<file path="config.mk">
export PLATFORM = sky130hd
export DESIGN_NAME = cki_ram
export DESIGN_NICKNAME = d
export VERILOG_FILES = /design/src/design/cki_ram.sv
export SDC_FILE = /design/constraint.sdc
export NUM_CORES = 1
export LEC_CHECK = 0
export BUFFER_PORTS_ARGS = -buffer_cell sky130_fd_sc_hd__buf_2
export CAP_MARGIN = 10
export CORE_AREA = 5 5 200 202
export DETAILED_ROUTE_END_ITERATION = 10
export DIE_AREA = 0 0 205 207
export PLACE_DENSITY = 0.69
export SLEW_MARGIN = 20
export SYNTH_ARGS = -nofsm -noshare
export SYNTH_HDL_FRONTEND = slang
export SYNTH_SLANG_ARGS = --single-unit
</file>
<file path="constraint.sdc">
create_clock -name clk -period 4.5 [get_ports clk]
set_input_delay 0.9 -clock clk [delete_from_list [all_inputs] [get_ports clk]]
set_output_delay 0.9 -clock clk [all_outputs]
set_load 0.1 [all_outputs]
</file>
<file path="src/design/cki_ram.sv">
module cki_ram #(
  parameter int WIDTH = 16,
  parameter int DEPTH = 32
) (
  input  logic                     clk,
  input  logic                     we,
  input  logic [$clog2(DEPTH)-1:0] waddr,
  input  logic [WIDTH-1:0]         wdata,
  input  logic [$clog2(DEPTH)-1:0] raddr,
  output logic [WIDTH-1:0]         rdata
);

  logic [WIDTH-1:0] mem [DEPTH];

  // one write port, registered read
  always_ff @(posedge clk) begin
    if (we) begin
      mem[waddr] <= wdata;
    end
    rdata <= mem[raddr];
  end

endmodule

</file>
-- Word level (Yosys, flattened, before mapping)
Memory sizes are Yosys's and may differ from the RTL's. A register that Yosys moved wholly into a read port is not among the register bits.
Cells that the tools add are included.
- register bits: 0
- RAM bits: 512
- bits of input ports: 28
- output and inout port bits: 16
- word-level logic and storage cells: 3
- memories kept: 1
- muxes and demuxes: 2
- memories (name ; depth ; bits a word ; read ports ; clocked after Yosys merged registers in ; write ports ; RTL line ; RTL):
    mem ; 32 ; 16 ; 1 ; 1 ; 1 ; 13 ; logic [WIDTH-1:0] mem [DEPTH];
- operator list (operator ; number):
    $mux 1 ; 2

-- Depth between registers and ports, before layout
- word-level depth: 2
- gate-level depth with buffers: 8
- depth with buffers taken out: 5

-- Least setup slack after synthesis
No wires, ideal clock.
- path kind: input -> register
- start point: input waddr[1]
- end point: memory mem[12][0] (enable)
- library setup time: 388 ps
- arrival: 2252 ps
- data required time: 4112 ps
- setup slack: 1860 ps
- stages on the path: 3
- path buffers: 1
- cells stage by stage: or3b_2 clkbuf_1 nor2_1
- RTL lines (item ; RTL line ; RTL):
    from (decl) ; 7 ; input logic [$clog2(DEPTH)-1:0] waddr,
    to (decl) ; 13 ;
No word-level cell before the write port.

==> results by group <==
Run status
  • Outcome: complete, no violations

Global route
  • First-pass GRT wire length: 67230 µm
  • Largest net degree at the start of global routing: 69
  • Vias in the first global route: 10757
  • Antenna violations before repair: 0
  • GRT Util Overall: 21.03%
  • Remaining global-route overflow: 0

Die
  • Core Rows: 72
  • Die Y: 207 µm
  • Initial Utilization: 53.89%
  • Core area: 38110 µm²
  • I/O pins: 44
  • Die W: 205 µm
  • Die area: 42440 µm²

Pwr
  • P_leak: 8.012 nW
  • Power Total: 10.31 mW
  • PD cells: 449.8 nW/µm²
  • VDD IR max: 0.0004349 V

Synthesis
  • Post-synthesis cell count: 1143
  • Syn Area/Cell: 17.97 µm²
  • Mapped Nets: 1171
  • Post-synthesis register bit count: 528
  • Cell Area, Synth: 20540 µm²
  • Sequential area share after synthesis: 76.43%
  • Warnings from Yosys: 0
  • Synth unique cells: 26

Place
  • Inst Count DP: 1682
  • Dpl ws: 1.422 ns
  • Port bufs: 43
  • Placement Cell Area: 21290 µm²
  • Final GP Congestion: 0.8094
  • Post-DP HPWL: 26570 µm

Timing
  • Final setup viols: 0
  • Slew Limit Fails: 0
  • Final period utilization: 56.85%
  • Final hold vios: 0
  • Actual slew at the worst max-slew pin: 1.100 ns
  • Rel. slew slack: 26.56%
  • Sum of negative setup slack: 0 ns
  • Top achievable clock speed: 390.9 MHz
  • Crit path time final: 2.558 ns
  • Worst Hold Margin: 0.6106 ns
  • Clock skew: 0.01374 ns
  • Unrepaired setup endpoints after global routing: no
  • Worst Slack Setup Final: 1.942 ns

Finish
  • Area Growth Syn to Fin: 11.58%
  • Share of cells above drive strength 1: 13.46%
  • Finished Cell Area: 22910 µm²
  • Fin cells: 1774
  • Antenna Cells: 0
  • # nets final: 1246
  • Final Util: 60.13%

Drt
  • DR vias/cell: 5.939
  • DRT iter0 DRCs: 983
  • Vias: 10536
  • Mean routed wirelength per cell: 25.19 µm
  • # DRC: 0
  • Final antenna-violating net count: 0
  • 1st-pass router iterations: 5
  • Routed WL: 44690 µm

Hold path
  • Min-delay src: mem[10][1]
  • Worst hold path class: reg2reg

Critical path
  • CP Max Fanout: 68
  • Startpoint types: input pin
  • Worst setup path start: raddr[0]
  • Req. time, crit path: 4.90 ns
  • WP data arrival: 2.96 ns
  • Worst setup EP type: flop
  • Setup CP Type: in2reg
  • Reg-to-Reg Start: mem[1][4]

CTS
  • Sink Count: 528
  • Post-CTS Hold Fix Bufs: 0
  • H-tree depth: 2
  • Root Driver: clkbuf_16
  • Num CTS Buffers: 52
  • CTS tree: done
  • Post_cts resized: 0
  • Setup bufs post-CTS: 0
  • Clk Latency, worst-skew pair: 0.57 ns
  • Clock slew at reported path FFs: 0.06 ns
  • CTS Buffer Depth: 3

Run
  • Max cap viols: 0
[layout make-up]
type | instances | area (µm²)
Clock inverter | 27 | 257.7
Tap cell | 518 | 648.1
Multi-Input combinational cell | 548 | 4342
Sequential cell | 528 | 15700
Fill cell | 2776 | 15190
Timing Repair Buffer | 88 | 600.6
Clock buffer | 65 | 1371
[cells in the mapped netlist (all sizes together)]
library cell / count / area [µm²]
edfxtp: 512 / 15370
mux2i: 256 / 2562
a22oi: 64 / 480.5
buf: 55 / 495.5
nand3: 34 / 170.2
nor2: 34 / 135.1
nand2: 33 / 123.9
a21oi: 32 / 160.2
a22o: 32 / 280.3
a31oi: 16 / 100.1
dfxtp: 16 / 320.3
nand4: 16 / 100.1
nor3: 16 / 80.08
clkbuf: 12 / 45.04
nand3b: 5 / 37.54
or3b: 3 / 26.28
nand2b: 2 / 12.51
nor2b: 2 / 12.51
and2: 1 / 6.260
or2: 1 / 6.260
or3: 1 / 6.260
[registers in the layout (all words and copies together) (netlist names)]
name   flops
mem      512
rdata     16
[path summary, 6_finish.rpt]
check | endpoint | slack [ns] | cells past startpoint
worst min-delay path | rdata[1] | 0.61 | 4
worst max register to register | rdata[4] | 2.93 | 5
worst max-delay path | rdata[4] | 1.94 | 7
worst min register to register | rdata[1] | 0.61 | 4
[where the power goes]
part	internal [mW]	total (mW)	switching (mW)
registers	5.47	5.49	0.0252
clock network	2.43	4.16	1.73
logic	0.169	0.653	0.484
[cells in the final DEF (no fill, tap or decap), types with 27 or more instances in the layout]
cell type  count
mux2i_1      256
nor2_1        27
nand3_1       34
buf_2         42
clkbuf_16     53
a22o_1        32
buf_4         42
a22oi_1       64
edfxtp_1     512
nand2_1       33
a21oi_1       32
[layer usage]
layer  up-vias  routed length, µm  GRT usage [%]
met5         -                  0              0
met4         0               1051          5.313
met3        69               3657          5.286
met2       392              20790          32.26
met1      5354              19190          30.67
li1       4721                  -              -
[critical path, cell delays in order]
cell	delay, ns
buf_8	0.51
buf_12	0.32
mux2i_1	0.24
a22o_1	0.17
nor3_1	0.10
a31oi_1	0.40
nand3_1	0.21
[cell families after synthesis]
| kind of cell | synth area share, % |
|---|---|
| AO/OA/AOI/OAI | 4.972 |
| buffers and inverters | 2.632 |
| AND/OR/NAND/NOR | 3.491 |
| multiplexers | 12.48 |
| flip-flops | 76.43 |
Note: power is estimated with default switching activity, not from simulation.
